File: src/rmv_pkg.sv
// Shared constants, types and helpers of the running statistics block.
package rmv_pkg;

   localparam int SAMPLE_BITS_DEF = 16;
   localparam int COUNT_BITS_DEF  = 32;
   localparam int ITER_BITS       = 7;

   localparam logic [1:0] UOP_DIV  = 2'd0;
   localparam logic [1:0] UOP_SQRT = 2'd1;
   localparam logic [1:0] UOP_MUL  = 2'd2;

   localparam logic ACT_ACCUMULATE = 1'b0;
   localparam logic ACT_CLEAR      = 1'b1;

   localparam logic signed [63:0] Q_MAX64 = 64'sd2147483647;
   localparam logic signed [63:0] Q_MIN64 = -64'sd2147483648;
   localparam logic signed [31:0] Q_MAX32 = 32'sh7FFFFFFF;
   localparam logic signed [31:0] Q_MIN32 = 32'sh80000000;

   typedef struct packed {
      logic                 start;
      logic [1:0]           op;
      logic [ITER_BITS-1:0] iters;
   } iter_req_type;

   function automatic logic signed [31:0] sat32(input logic signed [63:0] v);
      logic signed [31:0] r;
      if (v > Q_MAX64) r = Q_MAX32;
      else if (v < Q_MIN64) r = Q_MIN32;
      else r = 32'(v);
      return r;
   endfunction

endpackage

File: src/rmv_iter_unit.sv
// Shared bit-serial unit: restoring divide, integer square root, shift-add multiply.
module rmv_iter_unit (
   input  logic                 clock,
   input  logic                 reset,
   input  rmv_pkg::iter_req_type req,
   input  logic [63:0]          opa,
   input  logic [63:0]          opb,
   output logic                 done,
   output logic [63:0]          result
);
   import rmv_pkg::*;

   logic [63:0]          opa_ff, opa_in;
   logic [63:0]          opb_ff;
   logic [63:0]          res_ff, res_in;
   logic [65:0]          acc_ff, acc_in;
   logic [65:0]          lhs, rhs;
   logic [66:0]          sum;
   logic [1:0]           op_ff;
   logic [ITER_BITS-1:0] cnt_ff, cnt_in;
   logic                 done_ff, done_in;
   logic                 fits;

   // one result bit per cycle through a single add/subtract
   always_comb begin
      lhs    = '0;
      rhs    = '0;
      opa_in = opa_ff << 1;
      case (op_ff)
         UOP_DIV: begin
            lhs = {acc_ff[64:0], opa_ff[63]};
            rhs = {2'b00, opb_ff};
         end
         UOP_SQRT: begin
            lhs    = {acc_ff[63:0], opa_ff[63:62]};
            rhs    = {res_ff, 2'b01};
            opa_in = opa_ff << 2;
         end
         UOP_MUL: begin
            lhs = {acc_ff[64:0], 1'b0};
            rhs = opa_ff[63] ? {2'b00, opb_ff} : '0;
         end
         default: ;
      endcase
      sum    = (op_ff == UOP_MUL) ? ({1'b0, lhs} + {1'b0, rhs}) : ({1'b0, lhs} - {1'b0, rhs});
      fits   = ~sum[66];
      acc_in = (op_ff == UOP_MUL || fits) ? sum[65:0] : lhs;
      res_in = {res_ff[62:0], fits};
   end

   always_comb begin
      if (req.start) begin
         cnt_in  = req.iters;
         done_in = 1'b0;
      end else if (cnt_ff != '0) begin
         cnt_in  = cnt_ff - 1'b1;
         done_in = (cnt_ff == ITER_BITS'(1));
      end else begin
         cnt_in  = cnt_ff;
         done_in = 1'b0;
      end
   end

   always_ff @(posedge clock) begin
      if (reset) begin
         cnt_ff  <= '0;
         done_ff <= 1'b0;
      end else begin
         cnt_ff  <= cnt_in;
         done_ff <= done_in;
      end
   end

   always_ff @(posedge clock) begin
      if (req.start) begin
         opa_ff <= opa;
         opb_ff <= opb;
         op_ff  <= req.op;
         acc_ff <= '0;
         res_ff <= '0;
      end else if (cnt_ff != '0) begin
         opa_ff <= opa_in;
         acc_ff <= acc_in;
         res_ff <= res_in;
      end
   end

   assign done   = done_ff;
   assign result = (op_ff == UOP_MUL) ? acc_ff[63:0] : res_ff;

endmodule

File: src/running_mean_variance_minmax.sv
// A clear, or an item without a valid sample, goes straight to the stddev step. A valid
// sample first passes the squarer, the extremes, the magnitude root (complex mode, small
// magnitudes only), three mean divides and the deviation product. The stddev step divides
// the variance and takes its root; it is skipped below two samples, and the root is skipped
// when the stddev saturates. Sync reset clears the state and statistics, not the result registers.
// One item at a time: ready returns the cycle after the result loads.
module running_mean_variance_minmax #(
   parameter int SAMPLE_BITS = rmv_pkg::SAMPLE_BITS_DEF,
   parameter int COUNT_BITS  = rmv_pkg::COUNT_BITS_DEF
) (
   input  logic                          clock,
   input  logic                          reset,
   input  logic                          csr_wr_en,
   input  logic                          csr_wr_data,
   input  logic                          req_valid,
   output logic                          req_ready,
   input  logic                          req_action,
   input  logic signed [SAMPLE_BITS-1:0] req_sample_re,
   input  logic signed [SAMPLE_BITS-1:0] req_sample_im,
   input  logic                          req_sample_valid,
   output logic                          rsp_valid,
   input  logic                          rsp_ready,
   output logic [31:0]                   rsp_valid_count,
   output logic signed [31:0]            rsp_mean_re,
   output logic signed [31:0]            rsp_mean_im,
   output logic signed [31:0]            rsp_ordering_mean,
   output logic [63:0]                   rsp_squared_deviation_sum,
   output logic signed [SAMPLE_BITS-1:0] rsp_max_re,
   output logic signed [SAMPLE_BITS-1:0] rsp_max_im,
   output logic signed [SAMPLE_BITS-1:0] rsp_min_re,
   output logic signed [SAMPLE_BITS-1:0] rsp_min_im,
   output logic                          rsp_extremes_defined,
   output logic [31:0]                   rsp_sample_stddev
);
   import rmv_pkg::*;

   localparam int SQ_BITS  = 2 * SAMPLE_BITS;
   localparam int KEY_BITS = SQ_BITS + 1;

   localparam logic [3:0] S_IDLE   = 4'd0;
   localparam logic [3:0] S_SQ     = 4'd1;
   localparam logic [3:0] S_EXT    = 4'd2;
   localparam logic [3:0] S_ORD    = 4'd3;
   localparam logic [3:0] S_ORD_W  = 4'd4;
   localparam logic [3:0] S_MEAN   = 4'd5;
   localparam logic [3:0] S_MEAN_W = 4'd6;
   localparam logic [3:0] S_MUL    = 4'd7;
   localparam logic [3:0] S_MUL_W  = 4'd8;
   localparam logic [3:0] S_STD    = 4'd9;
   localparam logic [3:0] S_STD_W  = 4'd10;
   localparam logic [3:0] S_ROOT_W = 4'd11;
   localparam logic [3:0] S_OUT    = 4'd12;

   logic [3:0]                   state_ff;
   logic                         mode_ff;
   logic                         rsp_valid_ff;
   logic [COUNT_BITS-1:0]        count_ff;
   logic signed [31:0]           mean_re_ff, mean_im_ff, ord_mean_ff;
   logic [63:0]                  dev_ff;
   logic signed [SAMPLE_BITS-1:0] max_re_ff, max_im_ff, min_re_ff, min_im_ff;
   logic                         seen_ff;

   logic signed [SAMPLE_BITS-1:0] sre_ff, sim_ff;
   logic signed [31:0]           x_re_ff, x_im_ff, x_ord_ff;
   logic [SQ_BITS-1:0]           sq_ff [6];
   logic [2:0]                   sq_idx_ff;
   logic [1:0]                   m_idx_ff;
   logic                         neg_ff;
   logic [31:0]                  mag_ff, after_ff, std_ff;

   logic [31:0]                  rsp_count_ff, rsp_std_ff;
   logic signed [31:0]           rsp_mean_re_ff, rsp_mean_im_ff, rsp_ord_ff;
   logic [63:0]                  rsp_dev_ff;
   logic signed [SAMPLE_BITS-1:0] rsp_max_re_ff, rsp_max_im_ff, rsp_min_re_ff, rsp_min_im_ff;
   logic                         rsp_seen_ff;

   iter_req_type                 ureq;
   logic [63:0]                  uopa, uopb, ures;
   logic                         udone;

   logic [63:0]                  cnt64;
   logic signed [SAMPLE_BITS-1:0] sim_in;
   logic signed [31:0]           x_re_in, x_im_in;
   logic signed [SAMPLE_BITS-1:0] sq_op;
   logic signed [SQ_BITS-1:0]    sq_prod;
   logic [KEY_BITS-1:0]          key_s, key_max, key_min;
   logic [63:0]                  s64;
   logic                         s_small;
   logic                         gt_max, lt_min;
   logic signed [31:0]           x_sel, mean_sel, mean_new;
   logic signed [32:0]           delta, after;
   logic [31:0]                  delta_mag, after_mag;
   logic signed [33:0]           qs, msum;
   logic [64:0]                  dev_sum;
   logic                         var_big;
   logic                         out_load;

   rmv_iter_unit u_iter (
      .clock  (clock),
      .reset  (reset),
      .req    (ureq),
      .opa    (uopa),
      .opb    (uopb),
      .done   (udone),
      .result (ures)
   );

   assign cnt64    = 64'(count_ff);
   assign sim_in   = mode_ff ? req_sample_im : '0;
   assign x_re_in  = sat32(64'(req_sample_re) <<< 16);
   assign x_im_in  = sat32(64'(sim_in) <<< 16);
   assign out_load = !rsp_valid_ff || rsp_ready;

   // one squarer, stepped over sample, max and min parts
   always_comb begin
      case (sq_idx_ff)
         3'd0:    sq_op = sre_ff;
         3'd1:    sq_op = sim_ff;
         3'd2:    sq_op = max_re_ff;
         3'd3:    sq_op = max_im_ff;
         3'd4:    sq_op = min_re_ff;
         3'd5:    sq_op = min_im_ff;
         default: sq_op = '0;
      endcase
      sq_prod = sq_op * sq_op;
   end

   assign key_s   = {1'b0, sq_ff[0]} + {1'b0, sq_ff[1]};
   assign key_max = {1'b0, sq_ff[2]} + {1'b0, sq_ff[3]};
   assign key_min = {1'b0, sq_ff[4]} + {1'b0, sq_ff[5]};
   assign s64     = 64'(key_s);
   assign s_small = (s64[63:30] == '0);
   assign gt_max  = !seen_ff || (mode_ff ? (key_s > key_max) : (sre_ff > max_re_ff));
   assign lt_min  = !seen_ff || (mode_ff ? (key_s < key_min) : (sre_ff < min_re_ff));

   always_comb begin
      case (m_idx_ff)
         2'd0: begin
            x_sel    = x_re_ff;
            mean_sel = mean_re_ff;
         end
         2'd1: begin
            x_sel    = x_im_ff;
            mean_sel = mean_im_ff;
         end
         default: begin
            x_sel    = x_ord_ff;
            mean_sel = ord_mean_ff;
         end
      endcase
      delta     = {x_sel[31], x_sel} - {mean_sel[31], mean_sel};
      delta_mag = delta[32] ? 32'(-delta) : delta[31:0];
      qs        = neg_ff ? -$signed({2'b00, ures[31:0]}) : $signed({2'b00, ures[31:0]});
      msum      = {{2{mean_sel[31]}}, mean_sel} + qs;
      mean_new  = sat32(64'(msum));
      after     = {x_ord_ff[31], x_ord_ff} - {mean_new[31], mean_new};
      after_mag = after[32] ? 32'(-after) : after[31:0];
   end

   assign dev_sum = {1'b0, dev_ff} + {17'b0, ures[63:16]};
   assign var_big = (ures[63:48] != '0);

   // requests to the shared unit
   always_comb begin
      ureq = '0;
      uopa = '0;
      uopb = '0;
      case (state_ff)
         S_ORD: begin
            ureq.start = mode_ff && s_small;
            ureq.op    = UOP_SQRT;
            ureq.iters = ITER_BITS'(31);
            uopa       = s64 << 34;
         end
         S_MEAN: begin
            ureq.start = 1'b1;
            ureq.op    = UOP_DIV;
            ureq.iters = ITER_BITS'(32);
            uopa       = {delta_mag, 32'b0};
            uopb       = cnt64;
         end
         S_MUL: begin
            ureq.start = 1'b1;
            ureq.op    = UOP_MUL;
            ureq.iters = ITER_BITS'(32);
            uopa       = {mag_ff, 32'b0};
            uopb       = {32'b0, after_ff};
         end
         S_STD: begin
            ureq.start = (cnt64 >= 64'd2);
            ureq.op    = UOP_DIV;
            ureq.iters = ITER_BITS'(64);
            uopa       = dev_ff;
            uopb       = cnt64 - 64'd1;
         end
         S_STD_W: begin
            ureq.start = udone && !var_big;
            ureq.op    = UOP_SQRT;
            ureq.iters = ITER_BITS'(32);
            uopa       = ures << 16;
         end
         default: ;
      endcase
   end

   always_ff @(posedge clock) begin
      if (reset) begin
         state_ff     <= S_IDLE;
         mode_ff      <= 1'b0;
         rsp_valid_ff <= 1'b0;
         count_ff     <= '0;
         mean_re_ff   <= '0;
         mean_im_ff   <= '0;
         ord_mean_ff  <= '0;
         dev_ff       <= '0;
         max_re_ff    <= '0;
         max_im_ff    <= '0;
         min_re_ff    <= '0;
         min_im_ff    <= '0;
         seen_ff      <= 1'b0;
      end else begin
         if (csr_wr_en) mode_ff <= csr_wr_data;
         if (state_ff == S_OUT && out_load) rsp_valid_ff <= 1'b1;
         else if (rsp_ready) rsp_valid_ff <= 1'b0;
         case (state_ff)
            S_IDLE: if (req_valid) begin
               if (req_action == ACT_CLEAR) begin
                  count_ff    <= '0;
                  mean_re_ff  <= '0;
                  mean_im_ff  <= '0;
                  ord_mean_ff <= '0;
                  dev_ff      <= '0;
                  max_re_ff   <= '0;
                  max_im_ff   <= '0;
                  min_re_ff   <= '0;
                  min_im_ff   <= '0;
                  seen_ff     <= 1'b0;
                  state_ff    <= S_STD;
               end else if (req_sample_valid) begin
                  if (count_ff != '1) count_ff <= count_ff + 1'b1;
                  state_ff <= S_SQ;
               end else begin
                  state_ff <= S_STD;
               end
            end
            S_SQ: if (sq_idx_ff == 3'd5) state_ff <= S_EXT;
            S_EXT: begin
               if (gt_max) begin
                  max_re_ff <= sre_ff;
                  max_im_ff <= sim_ff;
               end
               if (lt_min) begin
                  min_re_ff <= sre_ff;
                  min_im_ff <= sim_ff;
               end
               seen_ff  <= 1'b1;
               state_ff <= S_ORD;
            end
            S_ORD: state_ff <= (mode_ff && s_small) ? S_ORD_W : S_MEAN;
            S_ORD_W: if (udone) state_ff <= S_MEAN;
            S_MEAN: state_ff <= S_MEAN_W;
            S_MEAN_W: if (udone) begin
               case (m_idx_ff)
                  2'd0:    mean_re_ff  <= mean_new;
                  2'd1:    mean_im_ff  <= mean_new;
                  default: ord_mean_ff <= mean_new;
               endcase
               state_ff <= (m_idx_ff == 2'd2) ? S_MUL : S_MEAN;
            end
            S_MUL: state_ff <= S_MUL_W;
            S_MUL_W: if (udone) begin
               dev_ff   <= dev_sum[64] ? '1 : dev_sum[63:0];
               state_ff <= S_STD;
            end
            S_STD: state_ff <= (cnt64 < 64'd2) ? S_OUT : S_STD_W;
            S_STD_W: if (udone) state_ff <= var_big ? S_OUT : S_ROOT_W;
            S_ROOT_W: if (udone) state_ff <= S_OUT;
            S_OUT: if (out_load) state_ff <= S_IDLE;
            default: state_ff <= S_IDLE;
         endcase
      end
   end

   always_ff @(posedge clock) begin
      case (state_ff)
         S_IDLE: begin
            sre_ff    <= req_sample_re;
            sim_ff    <= sim_in;
            x_re_ff   <= x_re_in;
            x_im_ff   <= x_im_in;
            sq_idx_ff <= '0;
            m_idx_ff  <= '0;
         end
         S_SQ: begin
            sq_ff[sq_idx_ff] <= sq_prod;
            sq_idx_ff        <= sq_idx_ff + 1'b1;
         end
         S_ORD: if (!(mode_ff && s_small)) x_ord_ff <= mode_ff ? Q_MAX32 : x_re_ff;
         S_ORD_W: if (udone) x_ord_ff <= ures[31:0];
         S_MEAN: begin
            neg_ff <= delta[32];
            mag_ff <= delta_mag;
         end
         S_MEAN_W: if (udone) begin
            after_ff <= after_mag;
            m_idx_ff <= m_idx_ff + 1'b1;
         end
         S_STD: if (cnt64 < 64'd2) std_ff <= '0;
         S_STD_W: if (udone && var_big) std_ff <= '1;
         S_ROOT_W: if (udone) std_ff <= ures[31:0];
         S_OUT: if (out_load) begin
            rsp_count_ff   <= (cnt64 > 64'hFFFF_FFFF) ? '1 : cnt64[31:0];
            rsp_mean_re_ff <= mean_re_ff;
            rsp_mean_im_ff <= mean_im_ff;
            rsp_ord_ff     <= ord_mean_ff;
            rsp_dev_ff     <= dev_ff;
            rsp_max_re_ff  <= max_re_ff;
            rsp_max_im_ff  <= max_im_ff;
            rsp_min_re_ff  <= min_re_ff;
            rsp_min_im_ff  <= min_im_ff;
            rsp_seen_ff    <= seen_ff;
            rsp_std_ff     <= std_ff;
         end
         default: ;
      endcase
   end

   assign req_ready                 = (state_ff == S_IDLE);
   assign rsp_valid                 = rsp_valid_ff;
   assign rsp_valid_count           = rsp_count_ff;
   assign rsp_mean_re               = rsp_mean_re_ff;
   assign rsp_mean_im               = rsp_mean_im_ff;
   assign rsp_ordering_mean         = rsp_ord_ff;
   assign rsp_squared_deviation_sum = rsp_dev_ff;
   assign rsp_max_re                = rsp_max_re_ff;
   assign rsp_max_im                = rsp_max_im_ff;
   assign rsp_min_re                = rsp_min_re_ff;
   assign rsp_min_im                = rsp_min_im_ff;
   assign rsp_extremes_defined      = rsp_seen_ff;
   assign rsp_sample_stddev         = rsp_std_ff;

endmodule

File: config.mk
export PLATFORM = sky130hd
export DESIGN_NAME = running_mean_variance_minmax
export DESIGN_NICKNAME = d
export VERILOG_FILES = /design/src/rmv_pkg.sv /design/src/rmv_iter_unit.sv /design/src/running_mean_variance_minmax.sv
export SDC_FILE = /design/constraint.sdc
export NUM_CORES = 2
export LEC_CHECK = 0
export BUFFER_PORTS_ARGS = -buffer_cell sky130_fd_sc_hd__buf_2
export CAP_MARGIN = 20
export CORE_MARGIN = 2
export CORE_UTILIZATION = 51
export DETAILED_ROUTE_END_ITERATION = 8
export GPL_TIMING_DRIVEN = 1
export PLACE_DENSITY_LB_ADDON = 0.2
export SKIP_LAST_GASP = 1
export SLEW_MARGIN = 10
export SYNTH_ARGS = -nofsm -noshare
export SYNTH_HDL_FRONTEND = slang
export SYNTH_HIERARCHICAL = 1
export SYNTH_SLANG_ARGS = --single-unit
File: constraint.sdc
create_clock -name clock -period 30.5 [get_ports clock]
set_input_delay 6.1 -clock clock [delete_from_list [all_inputs] [get_ports clock]]
set_output_delay 6.1 -clock clock [all_outputs]
set_load 0.02 [all_outputs]
==> results.cfg <==
[setup_path]
worstSetupPathType = reg2reg
cp.buffers_inverters = 3
max_stage_delay_ps = 830
cp.arrival_ps = 13030
cp-start-kind = flip-flop
rr_startpoint = u_iter/op_ff[0]
required_ps = 31030
cp-end-kind = flip-flop
crit_path_frequent_cell = a21oi_1
crit_fanout = 178
r2r_slack_ps = 18000
reg2reg_depth = 36
reg2reg_to = after_ff[31]
crit_family = compound AO/OA/AOI/OAI gates
cpMaxStageDelayCell = o21a_1

[clock_tree]
clockBufferDepth = 3
ctsRootBufferMaster = clkbuf_16
clk_pin_slew_worst_paths_ps = 60
hold_buffers = 0
cts_setup_buffers = 0
insertion_delay_ps = 790
cts_tree = yes
cts.sinks = 1171
numCtsBuffers = 131
htreeDepth = 4
cts-resized-gates = 0

[finish]
n_fill_cell = 13261
multi_input_area_um2 = 43200
regArea_um2 = 31200
drive_gt1_share_pct = 9.72
synthToLayoutAreaGrowth_pct = 10.2
nNetsFinal = 9018
layout_common_cells = 1043 x nand2_1, 771 x edfxtp_1, 570 x inv_1
layout_commonest_cell = nand2_1

[timing]
drv_slew = 0
fin_crit_sh_pct = 41.0
tns_ps = 0
fin_skew_ps = 37.7
tightest_slew_ps = 1230
period_minus_slack_ps = 12500
rsz0062_at_grt = no
maxSlewHeadroom_pct = 17.9
max_freq_mhz = 80.0
hold_viol_final = 0
setup_viol = 0

[synth]
synthMuxAreaShare_pct = 2.37
yosysSeqAreaShare_pct = 39.9
postSynthCellCount = 8099
synth_compound_area_share_pct = 19.4
synthXorXnorAreaFrac_pct = 5.22
syn_nets = 8882
synth_top_family_by_area = compound AO/OA/AOI/OAI gates
synth-edff-count = 771
yosysWarnings = 6
avgSynthCellArea_um2 = 9.64
synth_fa_ha_area_share_pct = 14.2
synthFlopType = edfxtp_1
yosys.area_share.simple_pct = 13.8
synth_area_leaders = edfxtp_1 30%, dfxtp_1 10%, ha_1 8.0%
yosysTopAreaCell = edfxtp_1
ys_async_sr_fraction_pct = 0
synth_area_um2 = 78100
ys_seq_elements = 1171
synth_top_area_share_pct = 29.6
synth_cell_types = 109

[floorplanning]
core_area_um2 = 152000
dieArea_um2 = 156000
initial_core_util_pct = 51.3
num_rows = 143
io_pins = 331
dieWidth_um = 395
die-height_um = 395

[drt]
drt_pass1_iterations = 7
routed_wl_um = 261000
routedWlPerCell_um = 25.2
remaining_drc_errors = 0
antenna_left = 0
via_per_inst = 6.23
initialDrtViolationCount = 7113
num_vias = 64693

[status]
outcome = finished, final reports clean

[global_route]
overflow = 0
grt_pass1_vias = 61366
grt_use_total_pct = 32.7
grt_max_degree = 197
grt_pass1_wl_um = 388000
antenna_found_initial = 6

[flow_run]
cap_violations = 0

[min_path]
worstHoldStart = std_ff[8]
min_to = rsp_sample_stddev[8]
hold_path_class = reg2reg
hold_path_depth = 0

[placement]
io_buffers = 330
gp_congestion = 0.971
dp_hpwl_um = 198000
[cells in the mapped netlist, drive strengths merged (19+ instances only)]
cell / n
and2: 75
or3: 41
a221o: 83
inv: 575
o31ai: 60
ha: 499
a211oi: 50
or4: 19
nand4: 75
and3: 83
fa: 244
a22oi: 56
a31oi: 53
a22o: 123
dfxtp: 400
o21bai: 50
a222oi: 21
nor3: 125
o211ai: 42
a211o: 20
a221oi: 24
a21oi: 532
o21ai: 445
mux2i: 167
o21a: 55
xor2: 173
a311oi: 43
edfxtp: 771
buf: 82
nand3: 179
a41o: 35
nor2b: 74
clkbuf: 351
nand2b: 57
o22ai: 41
nand2: 1050
nor2: 422
a21o: 249
xnor2: 292
o2bb2ai: 53
nor4: 39
or2: 21
[worst max path at each step]
stage,from,endpoint,slack [ps],cells after the start
final,u_iter/op_ff[0],after_ff[31],18000,36
after global routing,u_iter/op_ff[0],after_ff[31],17480,36
after CTS,u_iter/op_ff[0],after_ff[31],18330,36
after detailed placement,u_iter/op_ff[0],after_ff[31],18360,36
after global placement,u_iter/op_ff[0],after_ff[31],18410,36
after floorplan,rsp_ready,rsp_extremes_defined,10640,2
[stage by stage]
step                utilization (%)  std cells  hold WS (ps)  cell area, um^2  setup WS (ps)
CTS                            56.6      10370           415            86000          18330
floorplan                         -       8099           400            78100          10640
detailed placement             53.6      10128           406            81600          18360
global placement               53.6      10128           403            81600          18410
finish                         56.6      10376           418            86100          18000
global route                   56.6      10374           421            86000          17480
[routing by layer]
layer  track usage, %  wire [um]  vias to the layer above
li1                 -          -                    29645
met1             44.1     108000                    31577
met2             51.6     119000                     2892
met3             5.00      20100                      575
met4             15.6      13900                        4
met5                0         31                        -
[kinds of logic (layout without fill, tap and decap cells)]
logic type / count (synthesis) / after routing
other: 0 / 2
adder cells (fa/ha/maj): 743 / 743
multiplexers: 182 / 182
AND/OR/NAND/NOR: 2317 / 2317
flip-flops: 1171 / 1171
buffers and inverters: 1013 / 1258
AO/OA/AOI/OAI: 2208 / 2208
XOR/XNOR: 465 / 465
[flip-flops by register name, indices dropped and copies added (netlist names), 64 cells and up]
name and count:
dev_ff 64, u_iter/res_ff 64, sq_ff 186, u_iter/acc_ff 65, rsp_squared_deviation_sum 64, u_iter/opa_ff 64
u_iter/opb_ff 64
[cell type report]
class                           instances  share of cell area [%]
Clock inverter                         67                   0.861
Clock buffer                          175                    4.29
Sequential cell                      1171                    36.2
Antenna cell                            2                 0.00582
Multi-Input combinational cell       5915                    50.3
Tap cell                             2030                    2.95
Inverter                              580                    2.53
Timing Repair Buffer                  436                    2.89
[worst register-to-register path, delay by kind of cell, from the launching register on]
family	cells	cell delay, ps
AOI/OAI and AO/OA	16	5280
xor gates and xnor gates	3	500
adders and majority gates	3	810
buffers and inverters	3	1170
DFF	1	370
and+or+nand+nor	11	4120
Power is left out: the tool's default activity adds up to more than one toggle a clock period on the data nets, which glitch-free logic cannot reach.
